### config.mk
export PLATFORM = sky130hd
export DESIGN_NAME = packed_bcd_decimal_encoder
export DESIGN_NICKNAME = d
export VERILOG_FILES = /design/src/sv/pbcd_pkg.sv /design/src/sv/pbcd_front.sv /design/src/sv/pbcd_jobq.sv /design/src/sv/pbcd_back.sv /design/src/sv/packed_bcd_decimal_encoder.sv
export SDC_FILE = /design/constraint.sdc
export NUM_CORES = 1
export LEC_CHECK = 0
export BUFFER_PORTS_ARGS = -buffer_cell sky130_fd_sc_hd__buf_2
export CAP_MARGIN = 10
export CORE_ASPECT_RATIO = 1.2
export CORE_MARGIN = 2
export CORE_UTILIZATION = 57
export DETAILED_ROUTE_END_ITERATION = 8
export PLACE_DENSITY = 0.76
export SKIP_LAST_GASP = 1
export SLEW_MARGIN = 10
export SYNTH_ARGS = -nofsm -noshare
export SYNTH_HDL_FRONTEND = slang
export SYNTH_SLANG_ARGS = --single-unit
### constraint.sdc
create_clock -name clk -period 4.45 [get_ports clk]
set_input_delay 1.1125 -clock clk [delete_from_list [all_inputs] [get_ports clk]]
set_output_delay 1.1125 -clock clk [all_outputs]
set_load 0.01 [all_outputs]
### src/sv/pbcd_pkg.sv
`timescale 1ns / 1ps

package pbcd_pkg;

  // Digit counts, digit positions and the scale all fit the 6-bit register width.
  localparam int CNT_W = 6;

  // Configuration register indexes.
  localparam logic REG_PRECISION = 1'b0;
  localparam logic REG_SCALE     = 1'b1;

  // Number of finished values that may wait for the back end (one digit bank each).
  localparam int QDEPTH = 2;

  // One finished value, handed from the front end to the back end.
  typedef struct packed {
    logic             err;
    logic [CNT_W-1:0] n;
    logic [CNT_W-1:0] scale;
    logic             neg;
    logic [CNT_W-1:0] lnz;
    logic             bank;
  } job_t;

  typedef enum logic [2:0] {
    S_IDLE,
    S_ERR,
    S_LEN_HI,
    S_LEN_LO,
    S_EXPO,
    S_BCD
  } bk_state_t;

endpackage

### src/sv/pbcd_front.sv
`timescale 1ns / 1ps

module pbcd_front #(
  parameter int MAX_DIGITS = 32,
  localparam int AW = $clog2(MAX_DIGITS),
  localparam int MW = AW + 1
) (
  input  logic                  clk,
  input  logic                  rst,
  input  logic                  cfg_we,
  input  logic                  cfg_index,
  input  logic [5:0]            cfg_data,
  input  logic                  in_valid,
  output logic                  in_ready,
  input  logic [3:0]            digit,
  input  logic                  is_negative,
  input  logic                  q_full,
  output logic                  push,
  output pbcd_pkg::job_t        job,
  output logic                  wr_en,
  output logic [MW-1:0]         wr_addr,
  output logic [3:0]            wr_data
);

  localparam logic [pbcd_pkg::CNT_W:0] MAX_N = (pbcd_pkg::CNT_W + 1)'(MAX_DIGITS);

  logic [pbcd_pkg::CNT_W-1:0] precision;
  logic [pbcd_pkg::CNT_W-1:0] scale;
  logic [pbcd_pkg::CNT_W-1:0] count;
  logic                       sign_latch;
  logic [pbcd_pkg::CNT_W-1:0] lnz;
  logic                       bank;

  logic [3:0]                 d_sat;
  logic [pbcd_pkg::CNT_W:0]   prec_ext;
  logic                       over_max;
  logic                       bad;
  logic [pbcd_pkg::CNT_W-1:0] n;
  logic                       accept;
  logic                       store;
  logic [pbcd_pkg::CNT_W-1:0] cnt_after;
  logic                       sign_next;
  logic [pbcd_pkg::CNT_W-1:0] lnz_next;
  logic                       done;

  assign in_ready = !q_full;
  assign accept   = in_valid && in_ready;

  assign d_sat    = (digit > 4'd9) ? 4'd9 : digit;
  assign prec_ext = {1'b0, precision};
  assign over_max = prec_ext > MAX_N;
  assign bad      = (precision == '0) || over_max;

  always_comb begin
    priority if (precision == '0) begin
      n = pbcd_pkg::CNT_W'(1);
    end else if (over_max) begin
      n = MAX_N[pbcd_pkg::CNT_W-1:0];
    end else begin
      n = precision;
    end
  end

  // A precision lowered mid-value can finish the value without taking the digit.
  assign store     = count < n;
  assign cnt_after = store ? count + pbcd_pkg::CNT_W'(1) : count;
  assign done      = cnt_after >= n;
  assign sign_next = (store && count == '0) ? is_negative : sign_latch;

  always_comb begin
    priority if (!store) begin
      lnz_next = lnz;
    end else if (d_sat != 4'd0) begin
      lnz_next = count + pbcd_pkg::CNT_W'(1);
    end else if (count == '0) begin
      lnz_next = '0;
    end else begin
      lnz_next = lnz;
    end
  end

  assign push      = accept && done;
  assign job.err   = bad || (scale > precision);
  assign job.n     = n;
  assign job.scale = scale;
  assign job.neg   = sign_next;
  assign job.lnz   = lnz_next;
  assign job.bank  = bank;

  assign wr_en   = accept && store;
  assign wr_addr = {count[AW-1:0], bank};
  assign wr_data = d_sat;

  always_ff @(posedge clk) begin
    if (rst) begin
      precision  <= pbcd_pkg::CNT_W'(1);
      scale      <= '0;
      count      <= '0;
      sign_latch <= 1'b0;
      lnz        <= '0;
      bank       <= 1'b0;
    end else begin
      if (cfg_we) begin
        unique case (cfg_index)
          pbcd_pkg::REG_PRECISION: precision <= cfg_data;
          pbcd_pkg::REG_SCALE:     scale     <= cfg_data;
        endcase
      end
      if (accept) begin
        sign_latch <= sign_next;
        lnz        <= lnz_next;
        count      <= done ? '0 : cnt_after;
        if (done) begin
          bank <= ~bank;
        end
      end
    end
  end

endmodule

### src/sv/pbcd_jobq.sv
`timescale 1ns / 1ps

module pbcd_jobq (
  input  logic           clk,
  input  logic           rst,
  input  logic           push,
  input  pbcd_pkg::job_t din,
  output logic           full,
  output logic           q_valid,
  output pbcd_pkg::job_t head,
  input  logic           pop
);

  localparam logic [1:0] DEPTH = 2'(pbcd_pkg::QDEPTH);

  pbcd_pkg::job_t slots [pbcd_pkg::QDEPTH];
  logic           wptr;
  logic           rptr;
  logic [1:0]     count;

  assign full    = count == DEPTH;
  assign q_valid = count != 2'd0;
  assign head    = slots[rptr];

  always_ff @(posedge clk) begin
    if (push) begin
      slots[wptr] <= din;
    end
  end

  always_ff @(posedge clk) begin
    if (rst) begin
      wptr  <= 1'b0;
      rptr  <= 1'b0;
      count <= 2'd0;
    end else begin
      if (push) begin
        wptr <= ~wptr;
      end
      if (pop) begin
        rptr <= ~rptr;
      end
      count <= count + {1'b0, push} - {1'b0, pop};
    end
  end

endmodule

### src/sv/pbcd_back.sv
`timescale 1ns / 1ps

module pbcd_back #(
  parameter int MAX_DIGITS = 32,
  localparam int AW = $clog2(MAX_DIGITS),
  localparam int MW = AW + 1
) (
  input  logic           clk,
  input  logic           rst,
  input  logic           wr_en,
  input  logic [MW-1:0]  wr_addr,
  input  logic [3:0]     wr_data,
  input  logic           q_valid,
  input  pbcd_pkg::job_t job,
  output logic           q_pop,
  output logic           out_valid,
  input  logic           out_ready,
  output logic [7:0]     out_byte,
  output logic           last_byte,
  output logic           error
);

  localparam int KW = pbcd_pkg::CNT_W + 1;
  localparam logic [KW-1:0] MAX_K = KW'(MAX_DIGITS);

  // Two banks of digits, interleaved on the lowest address bit.
  logic [3:0] mem [2*MAX_DIGITS];

  pbcd_pkg::bk_state_t state;
  pbcd_pkg::bk_state_t state_next;

  logic [pbcd_pkg::CNT_W-1:0] bidx;
  logic [pbcd_pkg::CNT_W-1:0] bidx_next;
  logic [3:0]                 rd_hi;
  logic [3:0]                 rd_lo;
  logic [KW-1:0]              rd_k;

  logic                       out_free;
  logic                       load;
  logic [7:0]                 ld_byte;
  logic                       ld_last;
  logic                       ld_err;
  logic                       rd_en;
  logic [pbcd_pkg::CNT_W-1:0] rd_i;
  logic [KW-1:0]              k0;
  logic [KW-1:0]              k1;
  logic [MW-1:0]              a0;
  logic [MW-1:0]              a1;

  logic [KW-1:0]              n_p1;
  logic [pbcd_pkg::CNT_W-1:0] bcd_len;
  logic [7:0]                 len_lo;
  logic [6:0]                 expo_mag;
  logic [7:0]                 expo;
  logic [3:0]                 hi_nib;
  logic [3:0]                 lo_nib;
  logic                       bcd_last;

  // Digits of a negative value are complemented up to and including the
  // lowest nonzero one; the pad nibble always stays zero.
  function automatic logic [3:0] nib_val(input logic [3:0] d, input logic [KW-1:0] k,
                                         input logic [pbcd_pkg::CNT_W-1:0] n,
                                         input logic [pbcd_pkg::CNT_W-1:0] lnz,
                                         input logic neg);
    logic [KW-1:0] kp1;
    logic [KW-1:0] lnz_ext;
    kp1     = k + KW'(1);
    lnz_ext = {1'b0, lnz};
    if (k >= {1'b0, n}) return 4'd0;
    if (!neg || lnz == '0 || kp1 > lnz_ext) return d;
    if (kp1 == lnz_ext) return 4'd10 - d;
    return 4'd9 - d;
  endfunction

  assign n_p1     = {1'b0, job.n} + KW'(1);
  assign bcd_len  = n_p1[KW-1:1];
  assign len_lo   = {2'b00, bcd_len} + 8'd1;
  assign expo_mag = {1'b0, job.n} + 7'd63 - {1'b0, job.scale};
  assign expo     = {~job.neg, expo_mag};

  assign hi_nib   = nib_val(rd_hi, rd_k, job.n, job.lnz, job.neg);
  assign lo_nib   = nib_val(rd_lo, rd_k + KW'(1), job.n, job.lnz, job.neg);
  assign bcd_last = (bidx + pbcd_pkg::CNT_W'(1)) == bcd_len;

  assign out_free = !out_valid || out_ready;

  assign k0 = {rd_i, 1'b0};
  assign k1 = {rd_i, 1'b1};
  assign a0 = {k0[AW-1:0], job.bank};
  assign a1 = (k1 < MAX_K) ? {k1[AW-1:0], job.bank} : '0;

  always_comb begin
    state_next = state;
    unique case (state)
      pbcd_pkg::S_IDLE: begin
        if (q_valid) begin
          state_next = job.err ? pbcd_pkg::S_ERR : pbcd_pkg::S_LEN_HI;
        end
      end
      pbcd_pkg::S_ERR: begin
        if (out_free) state_next = pbcd_pkg::S_IDLE;
      end
      pbcd_pkg::S_LEN_HI: begin
        if (out_free) state_next = pbcd_pkg::S_LEN_LO;
      end
      pbcd_pkg::S_LEN_LO: begin
        if (out_free) state_next = pbcd_pkg::S_EXPO;
      end
      pbcd_pkg::S_EXPO: begin
        if (out_free) state_next = pbcd_pkg::S_BCD;
      end
      pbcd_pkg::S_BCD: begin
        if (out_free && bcd_last) state_next = pbcd_pkg::S_IDLE;
      end
      default: state_next = pbcd_pkg::S_IDLE;
    endcase
  end

  // The read for the next packed byte goes out in the cycle the current byte
  // is loaded, so packed bytes leave one per cycle while the output is not stalled.
  always_comb begin
    load      = 1'b0;
    ld_byte   = 8'd0;
    ld_last   = 1'b0;
    ld_err    = 1'b0;
    rd_en     = 1'b0;
    rd_i      = '0;
    q_pop     = 1'b0;
    bidx_next = bidx;
    unique case (state)
      pbcd_pkg::S_IDLE: begin
      end
      pbcd_pkg::S_ERR: begin
        if (out_free) begin
          load    = 1'b1;
          ld_last = 1'b1;
          ld_err  = 1'b1;
          q_pop   = 1'b1;
        end
      end
      pbcd_pkg::S_LEN_HI: begin
        if (out_free) begin
          load = 1'b1;
        end
      end
      pbcd_pkg::S_LEN_LO: begin
        if (out_free) begin
          load    = 1'b1;
          ld_byte = len_lo;
        end
      end
      pbcd_pkg::S_EXPO: begin
        if (out_free) begin
          load      = 1'b1;
          ld_byte   = expo;
          rd_en     = 1'b1;
          bidx_next = '0;
        end
      end
      pbcd_pkg::S_BCD: begin
        if (out_free) begin
          load    = 1'b1;
          ld_byte = {hi_nib, lo_nib};
          ld_last = bcd_last;
          if (bcd_last) begin
            q_pop = 1'b1;
          end else begin
            rd_en     = 1'b1;
            rd_i      = bidx + pbcd_pkg::CNT_W'(1);
            bidx_next = bidx + pbcd_pkg::CNT_W'(1);
          end
        end
      end
      default: begin
      end
    endcase
  end

  always_ff @(posedge clk) begin
    if (wr_en) begin
      mem[wr_addr] <= wr_data;
    end
  end

  always_ff @(posedge clk) begin
    if (rd_en) begin
      rd_hi <= mem[a0];
      rd_lo <= mem[a1];
      rd_k  <= k0;
    end
  end

  always_ff @(posedge clk) begin
    if (rst) begin
      state <= pbcd_pkg::S_IDLE;
      bidx  <= '0;
    end else begin
      state <= state_next;
      bidx  <= bidx_next;
    end
  end

  always_ff @(posedge clk) begin
    if (rst) begin
      out_valid <= 1'b0;
    end else if (load) begin
      out_valid <= 1'b1;
    end else if (out_ready) begin
      out_valid <= 1'b0;
    end
  end

  always_ff @(posedge clk) begin
    if (load) begin
      out_byte  <= ld_byte;
      last_byte <= ld_last;
      error     <= ld_err;
    end
  end

  a_err_beat: assert property (@(posedge clk) disable iff (rst)
    out_valid && error |-> last_byte && out_byte == 8'h00)
    else $error("error beat without last flag or with nonzero byte");

  a_pop_state: assert property (@(posedge clk) disable iff (rst)
    q_pop |-> state == pbcd_pkg::S_ERR || state == pbcd_pkg::S_BCD)
    else $error("value released before its record was sent");

  a_bidx_range: assert property (@(posedge clk) disable iff (rst)
    state == pbcd_pkg::S_BCD |-> bidx < bcd_len)
    else $error("packed byte index ran past the record");

  a_job_held: assert property (@(posedge clk) disable iff (rst)
    state != pbcd_pkg::S_IDLE |-> q_valid)
    else $error("record in progress without a queued value");

endmodule

### src/sv/packed_bcd_decimal_encoder.sv
`timescale 1ns / 1ps

// Channel   Beat                         Handshake
// config    precision / scale write      cfg_we, cfg_index, cfg_data
// input     digit, is_negative           in_valid / in_ready
// output    out_byte, last_byte, error   out_valid / out_ready
//
// One digit beat is taken per cycle while fewer than two finished values wait
// for the back end; each finished value holds one of two digit banks.
// A record of p digits leaves as 3 + ceil(p/2) beats, one per cycle while the
// output is not stalled; an error leaves as one beat.
// Reset is synchronous: precision 1, scale 0, no partial value, queue empty.
// A stalled output holds the back end; digits still fill the free bank, then stop.

module packed_bcd_decimal_encoder #(
  parameter int MAX_DIGITS = 32
) (
  input  logic       clk,
  input  logic       rst,
  input  logic       cfg_we,
  input  logic       cfg_index,
  input  logic [5:0] cfg_data,
  input  logic       in_valid,
  output logic       in_ready,
  input  logic [3:0] digit,
  input  logic       is_negative,
  output logic       out_valid,
  input  logic       out_ready,
  output logic [7:0] out_byte,
  output logic       last_byte,
  output logic       error
);

  localparam int MW = $clog2(MAX_DIGITS) + 1;

  logic           q_full;
  logic           push;
  pbcd_pkg::job_t job_in;
  logic           q_valid;
  pbcd_pkg::job_t job_head;
  logic           q_pop;
  logic           wr_en;
  logic [MW-1:0]  wr_addr;
  logic [3:0]     wr_data;

  pbcd_front #(
    .MAX_DIGITS(MAX_DIGITS)
  ) u_front (
    .clk        (clk),
    .rst        (rst),
    .cfg_we     (cfg_we),
    .cfg_index  (cfg_index),
    .cfg_data   (cfg_data),
    .in_valid   (in_valid),
    .in_ready   (in_ready),
    .digit      (digit),
    .is_negative(is_negative),
    .q_full     (q_full),
    .push       (push),
    .job        (job_in),
    .wr_en      (wr_en),
    .wr_addr    (wr_addr),
    .wr_data    (wr_data)
  );

  pbcd_jobq u_jobq (
    .clk    (clk),
    .rst    (rst),
    .push   (push),
    .din    (job_in),
    .full   (q_full),
    .q_valid(q_valid),
    .head   (job_head),
    .pop    (q_pop)
  );

  pbcd_back #(
    .MAX_DIGITS(MAX_DIGITS)
  ) u_back (
    .clk      (clk),
    .rst      (rst),
    .wr_en    (wr_en),
    .wr_addr  (wr_addr),
    .wr_data  (wr_data),
    .q_valid  (q_valid),
    .job      (job_head),
    .q_pop    (q_pop),
    .out_valid(out_valid),
    .out_ready(out_ready),
    .out_byte (out_byte),
    .last_byte(last_byte),
    .error    (error)
  );

endmodule

# == Word level (Yosys, flattened, before mapping) ==
# Memories as Yosys holds them, arrays and structs flattened. A register that Yosys moved wholly into a read port is not among the register bits.
# Cells that the tools add are included.
# word_totals
wordCells,163
regBits,56
ramBits,298
out_inout_bits,12
in_bits,17
n_memories,2
# classes
n_lt_le_gt_ge,10
bitwise,5
n_reduce_logical,28
mux,71
n_eq_ne,17
n_addsub,14
# mem_list
memory,depth,word_bits,rd,rd_clocked_by_memory_dff,write_ports,line_no,rtl
u_back.mem,64,4,2,2,1,pbcd_back.sv:27,logic [3:0] mem [2*MAX_DIGITS];
u_jobq.slots,2,21,1,1,1,pbcd_jobq.sv:16,pbcd_pkg::job_t slots [pbcd_pkg::QDEPTH];
# op_table
op,n
$mux 6,14
$mux 4,13
$mux 1,28
$mux 8,3
$pmux 8 s3,1
$logic_not 6->1,3
$mux 3,6
$pmux 3 s6,1
$sub 4x4->4 const A,4
$add 6x1->7 const B,2
$add 7x1->7 const B,2
$eq 7x6->1,2
$ge 7x6->1,2
$gt 7x6->1,2
$add 6x1->6 const B,2
$ne 2x1->1 const B,6
$pmux 6 s2,1
$add 6x6->7 const B,1
$lt 7x6->1 const B,1
$sub 7x6->7,1
$eq 3x2->1 const B,2
$eq 3x3->1 const B,2
$eq 6x6->1,1
$ge 6x6->1,1
22 further kinds,44

# == Logic depth before layout (Yosys ltp) ==
# logic_depth
depth_word,13
depth_mapped,23
mapped_depth_nobuf,22

# == By module ==
# A second synthesis with hierarchy kept.
# hier_totals
cells_unflattened,1274
area_unflattened_um2,16828.6
# modules_own_cells
mod,n_inst,seq_area_each_um2,area_per_inst_um2,cells_each
pbcd_back,1,8608.3,13131.3,949
pbcd_front,1,520.5,1883.1,239
pbcd_jobq,1,1361.3,1814.2,86

# == Least setup slack after synthesis ==
# No wires, ideal clock.
# synth_timing
path_kind,flip-flop to flip-flop
start,reg u_front.precision[5] (netlist bit)
end,mem u_jobq.slots[0][0] (netlist bit) (enable)
setup_slack_ps,-314
path_stages_with_launch,20
t_required_ps,4049
period_less_slack_ps,4764
setup_time_ps,401
n_path_buf,1
arrival_ps,4363
cell_sequence,dfxtp_1 inv_1 nand2_1 ha_1 a21o_1 a21o_1 a21o_1 a21o_1 a21oi_4 mux2_2 ha_1 a21o_1 a21oi_1 nor2b_1 o21ai_0 nand2b_1 a21o_1 nor2b_1 clkbuf_1 nor2b_1
# synth_between
elab_chain_cells,9
word_cells_on_any_way,10
cone_classes,order compare: 3; mux: 5; reduce/logical: 2
# synth_rtl
item,line_no,rtl
"start, declared",pbcd_front.sv:27,logic [pbcd_pkg::CNT_W-1:0] precision;
"start signal, assigned",pbcd_front.sv:96,precision <= pbcd_pkg::CNT_W'(1);
"start signal, assigned",pbcd_front.sv:105,pbcd_pkg::REG_PRECISION: precision <= cfg_data;
$gt 6x6->1,pbcd_front.sv:51,assign over_max = prec_ext > MAX_N;
$mux 6,pbcd_front.sv:57,end else if (over_max) begin
$mux 6 *,pbcd_front.sv:55,priority if (precision == '0) begin
$lt 6x6->1,pbcd_front.sv:65,assign store = count < n;
$mux 6,pbcd_front.sv:66,assign cnt_after = store ? count + pbcd_pkg::CNT_W'(1) : count;
$ge 6x6->1 *,pbcd_front.sv:67,assign done = cnt_after >= n;
$logic_and 1x1->1 *,pbcd_front.sv:82,assign push = accept && done;
$mux 1 *,pbcd_jobq.sv:26,if (push) begin
$mux 1 (not written as such) *,pbcd_jobq.sv:27,slots[wptr] <= din;
"end, declared",pbcd_jobq.sv:16,
# Every way passes the cells marked *; elsewhere a longest branch is shown, timed or not.

# == Worst setup path after layout ==
# layout_timing
start,reg u_front.precision[3] (netlist bit)
end,reg u_jobq.count[1]
# layout_between
elab_chain_cells,9
word_cells_on_any_way,10
cone_classes,add/sub: 2; order compare: 3; mux: 3; reduce/logical: 2
# layout_rtl
item,line_no,rtl
$gt 6x6->1,pbcd_front.sv:51,
$mux 6,pbcd_front.sv:57,
$mux 6 *,pbcd_front.sv:55,
$lt 6x6->1,pbcd_front.sv:65,
$mux 6,pbcd_front.sv:66,
$ge 6x6->1 *,pbcd_front.sv:67,
$logic_and 1x1->1 *,pbcd_front.sv:82,
$add 2x1->2 *,pbcd_jobq.sv:43,"count <= count + {1'b0, push} - {1'b0, pop};"
$sub 2x1->2 *,pbcd_jobq.sv:43,
"end signal, assigned",pbcd_jobq.sv:43,
"end, declared",pbcd_jobq.sv:19,logic [1:0] count;
# Marked as above.
# A chain may end at the register's enable or synchronous reset.

==> reports/results.tsv <==
stage	metric	value	unit
run_status	status	complete, no violations	
critical_path	WP buf/inv	3	
cts	Worst-path clk slew	0.06	ns
layout	Finished Core Util	64.6	%
timing	worst-margin pin slew	0.957	ns
synthesis	Netlist cell types	74	
global_routing	first-pass GRT wire length	59.0	mm
synthesis	Yosys reg bits	363	
run	total of max-cap violations	0	
route	Routed WL	37.8	mm
layout	NumNets Final	1434	
placed_design	Cell Area, Placed	0.0177	mm^2
worst_hold_path	Hold Path Class	reg2reg	
layout	multi-input combinational cell area	0.00608	mm^2
timing	clock skew	0.0197	ns
synthesis	Syn. warnings	0	
cts	CTS sink count	363	
synthesis	Post-synth top flop	edfxtp_1	
floorplanning	Starting Density	57.6	%
timing	Max Transition Viols Final	0	
critical_path	crit path max fanout	6	
synthesis	number of synthesized flops with an enable pin	322	
route	Avg WL per Cell	21.3	um
critical_path	Top delay family on crit path	compound AO/OA/AOI/OAI gates	
critical_path	WS Path Type	reg2reg	
global_routing	GR Util met2	44.0	%
global_routing	met1 global-route usage	30.2	%
floorplanning	die area	0.0312	mm^2
pwr	LEAKAGE	7.25	nW
global_routing	gr busiest metal	met2	
layout	Reg area	0.0105	mm^2
critical_path	crit path capture type	flop	
timing	fmax	237	MHz
global_routing	largest net degree at the start of global routing	69	
cts	TritonCTS clock tree	done	
route	first-pass iteration count of the detailed router	8	
timing	min cycle time layout	4.22	ns
route	vias	10600	
floorplanning	Die Width	161	um
placed_design	Final HPWL DP	25.7	mm
global_routing	total track usage	24.7	%
cts	CTS max path bufs	3	
timing	Hold Violations, Final	0	
placed_design	I/O Buffers	28	
critical_path	CP arrival	4.58	ns
cts	worst-skew pair later-pin latency	0.54	ns
synthesis	Post-Synthesis Cells	1299	
global_routing	initial antenna violation count	0	
pwr	Tot Pwr	9.64	mW
layout	fill count	2179	
layout	post-route cell area	0.0190	mm^2
floorplanning	core area	0.0294	mm^2
synthesis	Synth Net Count	1372	
critical_path	Largest stage delay, worst path	0.32	ns
global_routing	vias in the first global route	10700	
route	DRT iter0 DRCs	947	
timing	PnR worst setup slack	0.233	ns
layout	Layout area overhead	12.1	%
pwr	Max IR drop VDD	0.391	mV
timing	Setup-failing EPs final	0	
pwr	PwrDens	507	mW/mm^2
timing	Slew HR	35.6	%
global_routing	grt met3 use	3.25	%
cts	root buffer cell	clkbuf_16	
layout	n_diodes	0	
layout	layout cells sized above 1	12.8	%
synthesis	Seq/Total Area, Yosys	61.9	%
cts	total CTS buffers	37	
placed_design	dpl ws	-0.0743	ns
timing	Sum Neg Setup Slack	0	ns
critical_path	startpoint class of the critical path	flop	
cts	Max H-tree Level	2	
critical_path	Slowest cell on crit path	dfxtp_1	
timing	fin crit share	94.8	%
synthesis	Avg Synthesized Cell Area	13.1	um^2
placed_design	RePlAce Congestion	0.885	
floorplanning	num rows	69	
critical_path	most frequent CP cell	a21o_1	
floorplanning	Top-Level Pins	29	
synthesis	synthesized area	0.0170	mm^2
route	# DRC	0	
route	Via-to-Cell Ratio	5.99	
global_routing	grt ovf	0	
route	Antenna Nets Post-Route	0	
critical_path	critical path required time	4.81	ns
synthesis	asr flop ratio synth	0	%
critical_path	cell breakdown of the critical path	nor4_2 > buf_4 > o211ai_1 > a21o_1 > a21o_1 > a21o_1 > a21o_1 > a21oi_4 > buf_6 > xnor2_1 > ha_1 > nand2b_1 > a21o_1 > a21oi_1 > nor2b_1 > o21ai_1 > nand2b_1 > a21o_1 > nor2b_2 > buf_4 > ha_1 > xor2_1 > xnor2_1 > nor2_1	
floorplanning	Vert. Die Dim	193	um
per-stage QoR:
stage	instances	hold WS [ns]
2_1_floorplan	1299	0.424
3_3_place_gp	1707	0.443
3_5_place_dp	1707	0.458
4_1_cts	1773	0.465
5_1_grt	1778	0.493
6_report	1778	0.466
final timing paths:
kind,endpoint,slack [ns],cells past startpoint,startpoint
setup / recovery,u_jobq.count[1]$_SDFF_PP0_,0.23,24,u_front.precision[3]$_SDFFE_PP0P_
hold / removal,u_front.sign_latch$_SDFFE_PP0P_,0.47,2,u_front.sign_latch$_SDFFE_PP0P_
setup reg to reg,u_jobq.count[1]$_SDFF_PP0_,0.23,24,u_front.precision[3]$_SDFFE_PP0P_
hold reg to reg,u_front.sign_latch$_SDFFE_PP0P_,0.47,2,u_front.sign_latch$_SDFFE_PP0P_
layout make-up:
| cell class | instances | area share (%) |
|---|---|---|
| repair buffers | 79 | 2.97 |
| clock buffers | 46 | 5.05 |
| flip-flops and latches | 363 | 55.2 |
| inverters | 40 | 0.789 |
| clock inverters | 20 | 1.51 |
| well taps | 390 | 2.57 |
| multi-input cells | 840 | 32.0 |
worst register-to-register path, delay by kind of cell, from the launching register on:
family	cells	cell delay (ns)
buffers and inverters	3	0.46
xor gates and xnor gates	3	0.44
adders and majority gates	2	0.45
AOI/OAI and AO/OA	10	1.59
and+or+nand+nor	6	0.80
DFF	1	0.32
repair_timing:
item                       CTS  global route
setup buffers                0             5
setup endpoints to repair   25            49
hold buffers                 0             0
resized for setup            2             6
pin swaps                    0             4
Yosys cell counts, drive strengths merged, types with 18 or more instances:
| master | instances | share of area, % |
|---|---|---|
| a21oi | 51 | 1.6 |
| clkbuf | 26 | 0.58 |
| ha | 55 | 4.1 |
| xor2 | 19 | 1.0 |
| buf | 30 | 1.2 |
| mux2i | 184 | 11 |
| edfxtp | 322 | 57 |
| nor2 | 130 | 2.9 |
| nand2 | 102 | 2.3 |
| xnor2 | 21 | 1.1 |
| a21o | 18 | 0.80 |
| o21ai | 31 | 0.91 |
| dfxtp | 41 | 4.8 |
| nand3 | 51 | 1.6 |
| inv | 40 | 0.89 |
per-layer routing:
layer	wire, um	vias up
li1	-	4981
met1	14900	5181
met2	19400	389
met3	1970	93
met4	1580	0
met5	0	-
layout by cell type, fill, tap and decap left out, types with 20 or more instances in the layout:
master and n:
a21oi_1 50, buf_2 28, buf_4 47, clkbuf_16 37, dfxtp_1 40, edfxtp_1 322
ha_1 55, inv_1 39, mux2i_1 180, nand2_1 100, nand3_1 49, nor2_1 127
o21ai_0 29, xnor2_1 20
logic make-up (layout without fill, tap and decap cells):
logic type      after synthesis  in the layout  share of synthesized area (%)
fa+ha+maj                    56             56                           4.18
buf+inv                      96            185                           2.66
xor+xnor                     41             41                           2.29
simple gates                368            368                           10.2
compound gates              180            180                           7.12
mux                         195            195                           11.7
flops                       363            363                           61.9
sequential cells by signal (all words and copies together) (netlist names), 4 cells and up, named ones only:
register	count
u_back.mem	256
u_back.rd_k	6
u_front.scale	6
u_front.precision	6
u_back.rd_hi	4
u_jobq.slots	42
u_back.bidx	6
u_back.rd_lo	4
u_back.out_byte	8
u_front.lnz	6
u_front.count	6
report_power, final:
group          internal, mW  switching, mW  total [mW]
logic                 0.997           1.43        2.43
clock network          1.90           1.28        3.18
registers              3.93          0.109        4.04
total                  6.83           2.81        9.64
No activity file was read; power rests on OpenSTA's default activity.
